<file path="src/rtl/core/sacl_pkg.sv">
// Shared types, constants and register codes for the set-associative cache core.
package sacl_pkg;

	// Default sizing of the line store
	localparam int DEF_MAX_SETS  = 256;
	localparam int DEF_MAX_WAYS  = 8;
	localparam int DEF_ADDR_BITS = 32;

	// Way index field in the scan interface, wide enough for the largest way count
	localparam int MAX_WAYS_HIGH = 16;
	localparam int WAY_IDX_W     = $clog2(MAX_WAYS_HIGH);

	// Fixed field widths
	localparam int STAMP_W     = 32;
	localparam int COUNT_W     = 32;
	localparam int CFG_SET_W   = 4;
	localparam int CFG_OFF_W   = 5;
	localparam int CFG_WAYS_W  = 4;
	localparam int CFG_COST_W  = 16;
	localparam int CFG_DATA_W  = 16;
	localparam int CFG_INDEX_W = 3;
	localparam int WAY_OUT_W   = 3;

	// Register indexes
	localparam logic [CFG_INDEX_W-1:0] REG_SET_BITS  = 3'd0;
	localparam logic [CFG_INDEX_W-1:0] REG_OFF_BITS  = 3'd1;
	localparam logic [CFG_INDEX_W-1:0] REG_WAYS      = 3'd2;
	localparam logic [CFG_INDEX_W-1:0] REG_HIT_COST  = 3'd3;
	localparam logic [CFG_INDEX_W-1:0] REG_MISS_COST = 3'd4;

	// Register reset values
	localparam logic [CFG_SET_W-1:0]  RST_SET_BITS  = 4'd0;
	localparam logic [CFG_OFF_W-1:0]  RST_OFF_BITS  = 5'd0;
	localparam logic [CFG_WAYS_W-1:0] RST_WAYS      = 4'd1;
	localparam logic [CFG_COST_W-1:0] RST_HIT_COST  = 16'd4;
	localparam logic [CFG_COST_W-1:0] RST_MISS_COST = 16'd100;

	// Control into the scan unit for one line read
	typedef struct packed {
		logic                 start;
		logic                 valid;
		logic [WAY_IDX_W-1:0] way;
	} scan_ctl_t;

	// Outcome of a full set scan
	typedef struct packed {
		logic                 hit;
		logic                 free;
		logic [WAY_IDX_W-1:0] hit_way;
		logic [WAY_IDX_W-1:0] free_way;
		logic [WAY_IDX_W-1:0] lru_way;
	} scan_res_t;

endpackage

</file>
<file path="src/rtl/core/sacl_scan.sv">
// Shared compare unit: checks one line per cycle for tag hit, free way and oldest stamp.
module sacl_scan import sacl_pkg::*; #(
	parameter int TAG_W = 32
) (
	input  logic               clk,
	input  logic               arst_n,
	input  scan_ctl_t          ctl,
	input  logic               line_valid,
	input  logic [TAG_W-1:0]   line_tag,
	input  logic [STAMP_W-1:0] line_stamp,
	input  logic [TAG_W-1:0]   ref_tag,
	output scan_res_t          res
);

	logic                 hit_q;
	logic                 free_q;
	logic [WAY_IDX_W-1:0] hit_way_q;
	logic [WAY_IDX_W-1:0] free_way_q;
	logic [WAY_IDX_W-1:0] lru_way_q;
	logic [STAMP_W-1:0]   best_stamp_q;

	logic tag_eq;
	logic older;
	logic first_way;

	// Compare the current line against the lookup tag and the oldest stamp so far
	assign tag_eq    = (line_tag == ref_tag);
	assign older     = (line_stamp < best_stamp_q);
	assign first_way = (ctl.way == '0);

	// Hold the first hit and the first free way, track the oldest stamp
	always_ff @(posedge clk or negedge arst_n) begin
		if (!arst_n) begin
			hit_q  <= 1'b0;
			free_q <= 1'b0;
		end else if (ctl.start) begin
			hit_q  <= 1'b0;
			free_q <= 1'b0;
		end else if (ctl.valid) begin
			if (!hit_q && line_valid && tag_eq) begin
				hit_q <= 1'b1;
			end
			if (!free_q && !line_valid) begin
				free_q <= 1'b1;
			end
		end
	end

	// Way indexes and best stamp need no reset
	always_ff @(posedge clk) begin
		if (ctl.valid && !ctl.start) begin
			if (!hit_q && line_valid && tag_eq) begin
				hit_way_q <= ctl.way;
			end
			if (!free_q && !line_valid) begin
				free_way_q <= ctl.way;
			end
			if (first_way || older) begin
				best_stamp_q <= line_stamp;
				lru_way_q    <= ctl.way;
			end
		end
	end

	assign res.hit      = hit_q;
	assign res.free     = free_q;
	assign res.hit_way  = hit_way_q;
	assign res.free_way = free_way_q;
	assign res.lru_way  = lru_way_q;

endmodule

</file>
<file path="config.mk">
export PLATFORM = sky130hd
export DESIGN_NAME = sacl_scan
export DESIGN_NICKNAME = d
export VERILOG_FILES = /design/src/rtl/core/sacl_pkg.sv /design/src/rtl/core/sacl_scan.sv
export SDC_FILE = /design/constraint.sdc
export NUM_CORES = 1
export LEC_CHECK = 0
export BUFFER_PORTS_ARGS = -buffer_cell sky130_fd_sc_hd__buf_2
export CAP_MARGIN = 10
export CORE_MARGIN = 5
export CORE_UTILIZATION = 42
export DETAILED_ROUTE_END_ITERATION = 12
export PLACE_DENSITY = 0.74
export SLEW_MARGIN = 10
export SYNTH_ARGS = -nofsm -noshare
export SYNTH_HDL_FRONTEND = slang
export SYNTH_SLANG_ARGS = --single-unit
export TNS_END_PERCENT = 10
</file>
<file path="constraint.sdc">
create_clock -name clk -period 3.25 [get_ports clk]
set_clock_uncertainty 0.1 [all_clocks]
set_input_delay 0 -clock clk [delete_from_list [all_inputs] [get_ports clk]]
set_output_delay 0 -clock clk [all_outputs]
set_load 0.01 [all_outputs]
</file>
Word level (Yosys, flattened, before mapping)
Cells that the tools add are included.
Widths: inputs -> output; s select.
{"block": "word_totals", "reg_bits": 46, "word_cells": 32}
{"block": "op_classes", "order_cmp": 1, "n_eq_ne": 1, "n_mux": 6, "reduce_logical": 18}
{"cell": "$eq 32x32->1", "n": 1}
{"cell": "$lt 32x32->1", "n": 1}
{"cell": "$reduce_and 2->1", "n": 5}
{"cell": "$mux 1", "n": 6}
{"cell": "$reduce_bool 2->1", "n": 3}
{"cell": "$logic_and 1x1->1", "n": 4}
{"cell": "$logic_not 1->1", "n": 4}
{"cell": "$logic_not 4->1", "n": 1}
{"cell": "$logic_or 1x1->1", "n": 1}

Longest topological paths before layout
Gate-level depths: netlist of run 1.
{"block": "depth", "ltp_word": 6, "mapped_depth": 7, "ltp_nobuf": 7}

Worst setup path after synthesis of run 1
OpenSTA, ideal clock, no wires.
{"block": "synth_path", "path_type": "reg2reg", "start": "register best_stamp_q[27]", "end": "register best_stamp_q[0], enable pin", "setup_time_ns": 0.434, "arrival_ns": 2.899, "slack_ns": -0.183, "stages_incl_launch_ff": 8, "n_path_buf": 0, "period_less_slack_ns": 3.433, "cell_sequence": "edfxtp_1 inv_1 ha_1 a21oi_1 o21ai_1 a221oi_2 o2111ai_1 o21ai_1"}
{"block": "synth_between", "elab_chain_cells": 3}
{"item": "from (decl)", "line": "sacl_scan.sv:20", "text": "logic [STAMP_W-1:0] best_stamp_q;"}
{"item": "from (signal assigned)", "line": "sacl_scan.sv:59", "text": "best_stamp_q <= line_stamp;"}
{"item": "$lt 32x32->1", "line": "sacl_scan.sv:28", "text": "assign older = (line_stamp < best_stamp_q);"}
{"item": "$logic_or 1x1->1", "line": "sacl_scan.sv:58", "text": "if (first_way || older) begin"}
{"item": "$reduce_and 2->1 (no source line)"}
No other way between the ends.
A chain may end at the register's enable or synchronous reset.

Worst setup path in the final report of run 1
{"block": "layout_path", "start": "register best_stamp_q[25]", "end": "register best_stamp_q[27], enable pin"}
The elaborated chain is that of the path after synthesis.

==> results of run 1 <==
synth_stat cells (2+ instances only):
| master | n | area (um2) |
|---|---|---|
| sky130_fd_sc_hd__edfxtp_1 | 44 | 1320 |
| sky130_fd_sc_hd__inv_1 | 32 | 120 |
| sky130_fd_sc_hd__ha_1 | 31 | 388 |
| sky130_fd_sc_hd__xnor2_1 | 29 | 254 |
| sky130_fd_sc_hd__a21oi_1 | 15 | 75.1 |
| sky130_fd_sc_hd__nand2_1 | 13 | 48.8 |
| sky130_fd_sc_hd__nand4_1 | 9 | 56.3 |
| sky130_fd_sc_hd__nor2_1 | 5 | 18.8 |
| sky130_fd_sc_hd__o21ai_0 | 5 | 25.0 |
| sky130_fd_sc_hd__nor4_1 | 4 | 25.0 |
| sky130_fd_sc_hd__xor2_1 | 3 | 26.3 |
| sky130_fd_sc_hd__and4_1 | 2 | 17.5 |
| sky130_fd_sc_hd__buf_4 | 2 | 15.0 |
| sky130_fd_sc_hd__dfrtp_1 | 2 | 50.1 |
| sky130_fd_sc_hd__nand3_1 | 2 | 10.0 |
| sky130_fd_sc_hd__nor3_1 | 2 | 10.0 |
| sky130_fd_sc_hd__o21ai_1 | 2 | 10.0 |
final timing paths:
check	start	to	slack, ps	cells past startpoint
setup / recovery	best_stamp_q[25]	best_stamp_q[27]	750	8
hold / removal	ref_tag[30]	hit_q	20	3
setup reg to reg	best_stamp_q[25]	best_stamp_q[27]	750	8
hold reg to reg	free_q	free_q	410	1
max in group asynchronous	arst_n	free_q	2490	3
min in group asynchronous	arst_n	hit_q	440	3
timing repair:
action,CTS,global route
endpoints found under the setup margin,0,0
endpoints found under the hold margin,52,0
hold buffers,40,0
through the flow:
step,area (um2),worst slack [ps],instances,hold WS [ps],power [mW]
4_1_cts,3780,705,454,18.4,1.41
3_5_place_dp,3280,712,406,-311,0.994
3_3_place_gp,3280,794,406,-313,0.982
5_1_grt,3780,575,454,26.9,1.47
2_1_floorplan,2590,485,214,-396,0.864
6_report,3780,746,454,20.4,1.39
kinds of logic after synthesis:
group / after synthesis / synth area share, %
AO/OA/AOI/OAI: 29 / 6.93
XOR/XNOR: 32 / 10.8
adder cells (fa/ha/maj): 31 / 15.0
buffers and inverters: 34 / 5.23
flip-flops: 46 / 53.1
AND/OR/NAND/NOR: 42 / 8.91
state kept, by name, indices dropped and copies added (netlist names):
name / count
hit_way_q: 4
free_q: 1
lru_way_q: 4
hit_q: 1
best_stamp_q: 32
free_way_q: 4
layout make-up:
cell class	instances	area share [%]
repair buffers	159	26.7
clock inverters	3	0.761
clock buffers	5	1.82
multi-input cells	134	28.8
flip-flops and latches	46	36.3
well taps	75	2.48
inverters	32	3.18
power by group through the flow:
stage | logic (mW) | clock network [mW] | registers, mW
after floorplan | 0.140 | 0 | 0.724
after global placement | 0.262 | 0 | 0.721
after detailed placement | 0.271 | 0 | 0.722
after CTS | 0.311 | 0.385 | 0.709
after global routing | 0.346 | 0.416 | 0.712
final | 0.307 | 0.375 | 0.708
tightest hold or removal path, delay by kind of cell:
family                 cells  cell delay, ps
AO/OA/AOI/OAI              1             110
XOR/XNOR                   1             200
buffers and inverters      1              80
layer usage:
metal | GRT usage, % | routed length, um | vias up
met1 | 17.1 | 2310 | 941
met3 | 3.82 | 510 | 13
met4 | 6.59 | 177 | 0
li1 | - | - | 1093
met5 | 0 | 0 | -
met2 | 32.6 | 3350 | 97
==> metrics.txt, run 1 <==
# TYPE chip_impl_metric gauge
chip_impl_info{name="slowest_cell_on_crit_path",value="sky130_fd_sc_hd__o21ai_4"} 1
chip_impl_metric{name="register_area",unit="um2"} 1370
chip_impl_metric{name="synth-edff-count",unit=""} 44
chip_impl_metric{name="totalNegativeSetupSlack",unit="ps"} 0
chip_impl_metric{name="filler_cell_count",unit=""} 454
chip_impl_metric{name="starting_drc_count_in_detailed_routing",unit=""} 85
chip_impl_metric{name="drt_pre_antenna_iters",unit=""} 4
chip_impl_metric{name="power-per-cell-area",unit="nW/um2"} 368
chip_impl_metric{name="grt_max_degree",unit=""} 25
chip_impl_metric{name="num_antenna_cells",unit=""} 0
chip_impl_metric{name="wl",unit="mm"} 6.35
chip_impl_metric{name="cp.buffers_inverters",unit=""} 2
chip_impl_metric{name="floorplan.initialDensity",unit="%"} 43.4
chip_impl_metric{name="floorplan.core_area",unit="um2"} 5960
chip_impl_metric{name="grt_pass1_vias",unit=""} 2358
chip_impl_info{name="endpoint_kind",value="register"} 1
chip_impl_metric{name="layout_min_cycle_time",unit="ps"} 2500
chip_impl_metric{name="ctsLongestPathBuffers",unit=""} 2
chip_impl_info{name="rsz0062_at_grt",value="false"} 1
chip_impl_info{name="mostFrequentLayoutCells",value="sky130_fd_sc_hd__buf_2 (118), sky130_fd_sc_hd__edfxtp_1 (44), sky130_fd_sc_hd__dlygate4sd3_1 (40)"} 1
chip_impl_metric{name="multiInputGateArea",unit="um2"} 1090
chip_impl_metric{name="area_growth",unit="%"} 46.4
chip_impl_metric{name="post_drt_wl_per_cell",unit="um"} 14.0
chip_impl_metric{name="clkSlewWorstSetupHoldPaths",unit="ps"} 90
chip_impl_metric{name="total_switching_power",unit="mW"} 0.369
chip_impl_metric{name="num-nets-final",unit=""} 514
chip_impl_metric{name="average_cell_area_after_synthesis",unit="um2"} 12.1
chip_impl_metric{name="worstMarginPinSlew",unit="ps"} 811
chip_impl_info{name="path_class",value="register to register"} 1
chip_impl_metric{name="detail_route.drc_violations",unit=""} 0
chip_impl_metric{name="cts_resized",unit=""} 0
chip_impl_metric{name="achievable-frequency",unit="MHz"} 399
chip_impl_metric{name="cp_data_arrival_time",unit="ps"} 2420
chip_impl_metric{name="max_cap_violations",unit=""} 0
chip_impl_metric{name="yosys.cell_types.count",unit=""} 29
chip_impl_info{name="cell_family_contributing_the_most_delay_on_the_critical_path",value="compound AO/OA/AOI/OAI gates"} 1
chip_impl_metric{name="groute.usage.overall",unit="%"} 16.8
chip_impl_metric{name="switching_share",unit="%"} 26.5
chip_impl_metric{name="post_cts.repair.setup_buffers",unit=""} 0
chip_impl_info{name="layout_commonest_cell",value="sky130_fd_sc_hd__buf_2"} 1
chip_impl_metric{name="share_comb_of_total_power",unit="%"} 22.1
chip_impl_metric{name="grt_first_pass_wirelength",unit="mm"} 9.92
chip_impl_metric{name="post-route-period-util",unit="%"} 77.1
chip_impl_metric{name="clk_latency",unit="ps"} 310
chip_impl_metric{name="finalSetupViolCount",unit=""} 0
chip_impl_metric{name="final_max_slew_violation_count",unit=""} 0
chip_impl_metric{name="share_seq_of_total_power",unit="%"} 51.0
chip_impl_metric{name="routed-via-count",unit=""} 2144
chip_impl_metric{name="power.static_leakage",unit="nW"} 1.74
chip_impl_metric{name="placement_rows",unit=""} 28
chip_impl_metric{name="p_clk_share",unit="%"} 27.0
chip_impl_metric{name="htreeDepth",unit=""} 2
chip_impl_metric{name="synth_area",unit="um2"} 2580
chip_impl_info{name="synth_ff_type",value="sky130_fd_sc_hd__edfxtp_1"} 1
chip_impl_metric{name="design.die.area",unit="um2"} 7820
chip_impl_info{name="kind_of_start_point_of_the_critical_path",value="register"} 1
chip_impl_metric{name="vdd_ir_drop_max",unit="mV"} 0.248
chip_impl_metric{name="hold_viol_final",unit=""} 0
chip_impl_metric{name="port_buffers",unit=""} 118
chip_impl_metric{name="synth-seq-area-share",unit="%"} 53.1
chip_impl_metric{name="asyncSetResetFlopFracSynth",unit="%"} 4.35
chip_impl_metric{name="grt-ovfl-total",unit=""} 0
chip_impl_info{name="tritoncts",value="built"} 1
chip_impl_metric{name="antenna_found_initial",unit=""} 0
chip_impl_info{name="cp_cell_sequence",value="inv_1 > ha_1 > a21oi_1 > o21ai_1 > a221oi_2 > o2111ai_1 > o21ai_4 > buf_12"} 1
chip_impl_metric{name="ys_ff_latch",unit=""} 46
chip_impl_metric{name="die-width",unit="um"} 88.4
chip_impl_metric{name="syn_inst",unit=""} 214
chip_impl_metric{name="place.detailed.hpwl",unit="mm"} 5.19
chip_impl_info{name="cts_root_buffer",value="sky130_fd_sc_hd__clkbuf_8"} 1
chip_impl_metric{name="detail_route.vias_per_cell",unit=""} 4.72
chip_impl_info{name="outcome",value="complete, no violations"} 1
chip_impl_metric{name="slew-limit-headroom",unit="%"} 45.5
chip_impl_info{name="hold_wc_path_type",value="primary input to register"} 1
chip_impl_metric{name="cts.sink_count",unit=""} 46
chip_impl_metric{name="number_of_nets_produced_by_synthesis",unit=""} 350
chip_impl_metric{name="floorplan.io_pins",unit=""} 119
chip_impl_metric{name="drive_above_1_share",unit="%"} 34.6
chip_impl_metric{name="gp_congestion",unit=""} 0.819
chip_impl_metric{name="final_util",unit="%"} 63.5
chip_impl_metric{name="die_h",unit="um"} 88.4
chip_impl_metric{name="cts-buffers-inserted",unit=""} 5
chip_impl_metric{name="detail-route-antenna-nets",unit=""} 0
chip_impl_metric{name="worst-path-max-fanout",unit=""} 24
chip_impl_metric{name="worst-endpoint-required",unit="ps"} 3170
chip_impl_metric{name="internal-power",unit="mW"} 1.02
chip_impl_metric{name="yosysWarnings",unit=""} 0
chip_impl_metric{name="max_stage_delay",unit="ps"} 430
Power figures use the tool's default switching activity.
==> inputs of run 2 (changes only) <==
- clock period: 3.25 -> 2.11 ns (I/O delays scaled with it)
==> metrics.txt, run 2 (synthesis gave the netlist of run 1 again) <==
# TYPE chip_impl_metric gauge
chip_impl_metric{name="power-per-cell-area",unit="nW/um2"} 578
chip_impl_metric{name="finalHoldWorstSlack",unit="ps"} 25.4
chip_impl_metric{name="groute.usage.overall",unit="%"} 16.6
chip_impl_metric{name="routed-via-count",unit=""} 2164
chip_impl_info{name="crit_start",value="best_stamp_q[31]"} 1
chip_impl_info{name="endpoint_kind",value="register"} 1
chip_impl_metric{name="detail-route-antenna-nets",unit=""} 0
chip_impl_metric{name="floorplan.core_area",unit="um2"} 5960
chip_impl_metric{name="post-route-period-util",unit="%"} 104
chip_impl_metric{name="drive_above_1_share",unit="%"} 38.9
chip_impl_metric{name="vdd_ir_drop_max",unit="mV"} 0.393
chip_impl_metric{name="max_cap_violations",unit=""} 0
chip_impl_metric{name="grt_max_degree",unit=""} 24
chip_impl_metric{name="htreeDepth",unit=""} 2
chip_impl_metric{name="gp_congestion",unit=""} 0.738
chip_impl_metric{name="stdcell_count",unit=""} 463
chip_impl_metric{name="worst-endpoint-required",unit="ps"} 2020
chip_impl_metric{name="slew-limit-headroom",unit="%"} 79.2
chip_impl_info{name="layout_commonest_cell",value="sky130_fd_sc_hd__buf_2"} 1
chip_impl_metric{name="detail_route.drc_violations",unit=""} 0
chip_impl_metric{name="timing.hold.worst_path_depth",unit=""} 6
chip_impl_info{name="rsz0062_at_grt",value="true"} 1
chip_impl_metric{name="worst-path-max-fanout",unit=""} 23
chip_impl_metric{name="grt_pass1_vias",unit=""} 2297
chip_impl_metric{name="floorplan.initialDensity",unit="%"} 43.4
chip_impl_info{name="hold_wc_path_type",value="primary input to register"} 1
chip_impl_metric{name="layout_setup_ws",unit="ps"} -83.5
chip_impl_metric{name="achievable-frequency",unit="MHz"} 456
chip_impl_metric{name="design.die.area",unit="um2"} 7820
chip_impl_info{name="path_class",value="register to register"} 1
chip_impl_metric{name="totalPowerFinal",unit="mW"} 2.28
chip_impl_metric{name="clkSlewWorstSetupHoldPaths",unit="ps"} 90
chip_impl_info{name="tritoncts",value="built"} 1
chip_impl_metric{name="layout_min_cycle_time",unit="ps"} 2190
chip_impl_metric{name="cp_data_arrival_time",unit="ps"} 2110
chip_impl_metric{name="worstMarginPinSlew",unit="ps"} 310
chip_impl_metric{name="drt_pre_antenna_iters",unit=""} 4
chip_impl_metric{name="antenna_found_initial",unit=""} 0
chip_impl_metric{name="floorplan.io_pins",unit=""} 119
chip_impl_info{name="critical_path.reg2reg.endpoint",value="best_stamp_q[22]"} 1
chip_impl_info{name="mostFrequentLayoutCells",value="sky130_fd_sc_hd__buf_2 (118), sky130_fd_sc_hd__edfxtp_1 (44), sky130_fd_sc_hd__dlygate4sd3_1 (39)"} 1
chip_impl_metric{name="cts-buffers-inserted",unit=""} 5
chip_impl_metric{name="num_antenna_cells",unit=""} 0
chip_impl_metric{name="stdcell_area",unit="um2"} 3940
chip_impl_metric{name="die_h",unit="um"} 88.4
chip_impl_metric{name="ctsLongestPathBuffers",unit=""} 2
chip_impl_metric{name="post_drt_wl_per_cell",unit="um"} 13.5
chip_impl_metric{name="power.static_leakage",unit="nW"} 1.79
chip_impl_metric{name="grt_first_pass_wirelength",unit="mm"} 9.80
chip_impl_info{name="regToRegStartpoint",value="best_stamp_q[31]"} 1
chip_impl_info{name="kind_of_start_point_of_the_critical_path",value="register"} 1
chip_impl_metric{name="place_inst",unit=""} 415
chip_impl_metric{name="clk_latency",unit="ps"} 300
chip_impl_metric{name="port_buffers",unit=""} 118
chip_impl_metric{name="placement_rows",unit=""} 28
chip_impl_metric{name="finalSetupViolCount",unit=""} 36
chip_impl_metric{name="detail_route.vias_per_cell",unit=""} 4.67
chip_impl_metric{name="final_max_slew_violation_count",unit=""} 0
chip_impl_metric{name="area_growth",unit="%"} 52.6
chip_impl_metric{name="regToRegSetupSlack",unit="ps"} -80
chip_impl_info{name="hold_path_startpoint",value="line_tag[0]"} 1
chip_impl_metric{name="place.detailed.hpwl",unit="mm"} 5.00
chip_impl_metric{name="grt-ovfl-total",unit=""} 0
chip_impl_metric{name="reg2reg_depth",unit=""} 7
chip_impl_metric{name="cts.sink_count",unit=""} 46
chip_impl_info{name="outcome",value="finished with violations"} 1
chip_impl_info{name="violations",value="setup timing"} 1
chip_impl_metric{name="wl",unit="mm"} 6.23
chip_impl_info{name="register_with_the_most_flip_flops",value="best_stamp_q"} 1
chip_impl_metric{name="num-nets-final",unit=""} 523
chip_impl_metric{name="placedInstanceArea",unit="um2"} 3370
chip_impl_metric{name="starting_drc_count_in_detailed_routing",unit=""} 40
chip_impl_metric{name="largest_register_ff_count",unit=""} 32
chip_impl_metric{name="hold_viol_final",unit=""} 0
chip_impl_info{name="cts_root_buffer",value="sky130_fd_sc_hd__clkbuf_8"} 1
chip_impl_metric{name="filler_cell_count",unit=""} 499
chip_impl_info{name="timing.hold.worst_endpoint",value="hit_q"} 1
chip_impl_metric{name="die-width",unit="um"} 88.4
-- run 2: routing by layer --
| layer | track usage, % | vias to the layer above | routed length, um |
|---|---|---|---|
| met1 | 19.3 | 957 | 2500 |
| met2 | 29.3 | 89 | 3120 |
| met4 | 4.95 | 0 | 76 |
| met3 | 5.03 | 4 | 529 |
| li1 | - | 1114 | - |
| met5 | 0 | - | 0 |
-- run 2: stage by stage --
step | TNS [ps] | util (%) | setup slack, ps
global route | -7310 | 66.2 | -221
global placement | -1870 | 56.6 | -61.8
CTS | -2770 | 65.8 | -90.9
finish | -2590 | 66.2 | -83.5
floorplan | -12440 | - | -346
detailed placement | -4240 | 56.6 | -127
-- run 2: repair_timing --
action	4_1_cts	5_1_grt
hold buffers	39	0
setup endpoints to repair	36	36
pin swaps	0	1
gates resized for setup	5	3
endpoints found under the hold margin	48	0
buffers inserted	0	1
-- run 2: how the worst max path moves through the flow --
stage	slack (ps)	end	cells after the start
4_1_cts	-90	best_stamp_q[1]	8
6_report	-80	best_stamp_q[22]	7
3_5_place_dp	-130	best_stamp_q[14]	8
3_3_place_gp	-60	best_stamp_q[3]	8
5_1_grt	-220	best_stamp_q[22]	8
2_1_floorplan	-350	best_stamp_q[0]	7
-- run 2: critical path, stage by stage, from the launching register on --
cell and delay, ps:
sky130_fd_sc_hd__edfxtp_1 360, sky130_fd_sc_hd__inv_1 90, sky130_fd_sc_hd__ha_4 200, sky130_fd_sc_hd__and4_1 220
sky130_fd_sc_hd__a221oi_2 330, sky130_fd_sc_hd__o2111ai_2 190, sky130_fd_sc_hd__o21ai_4 200, sky130_fd_sc_hd__buf_12 200
-- run 2: layout make-up --
cell class	instances	area [um2]	share of cell area [%]
clock buffers	5	68.8	1.74
clock inverters	3	47.5	1.21
inverters	32	120	3.05
multi-input cells	134	1170	29.6
flip-flops and latches	46	1370	34.8
well taps	75	93.8	2.38
repair buffers	168	1080	27.3
-- run 2: report_power, final --
part / internal (mW) / switching, mW
registers: 1.08 / 0.0153
clock network: 0.361 / 0.316
logic: 0.277 / 0.232
total: 1.71 / 0.563
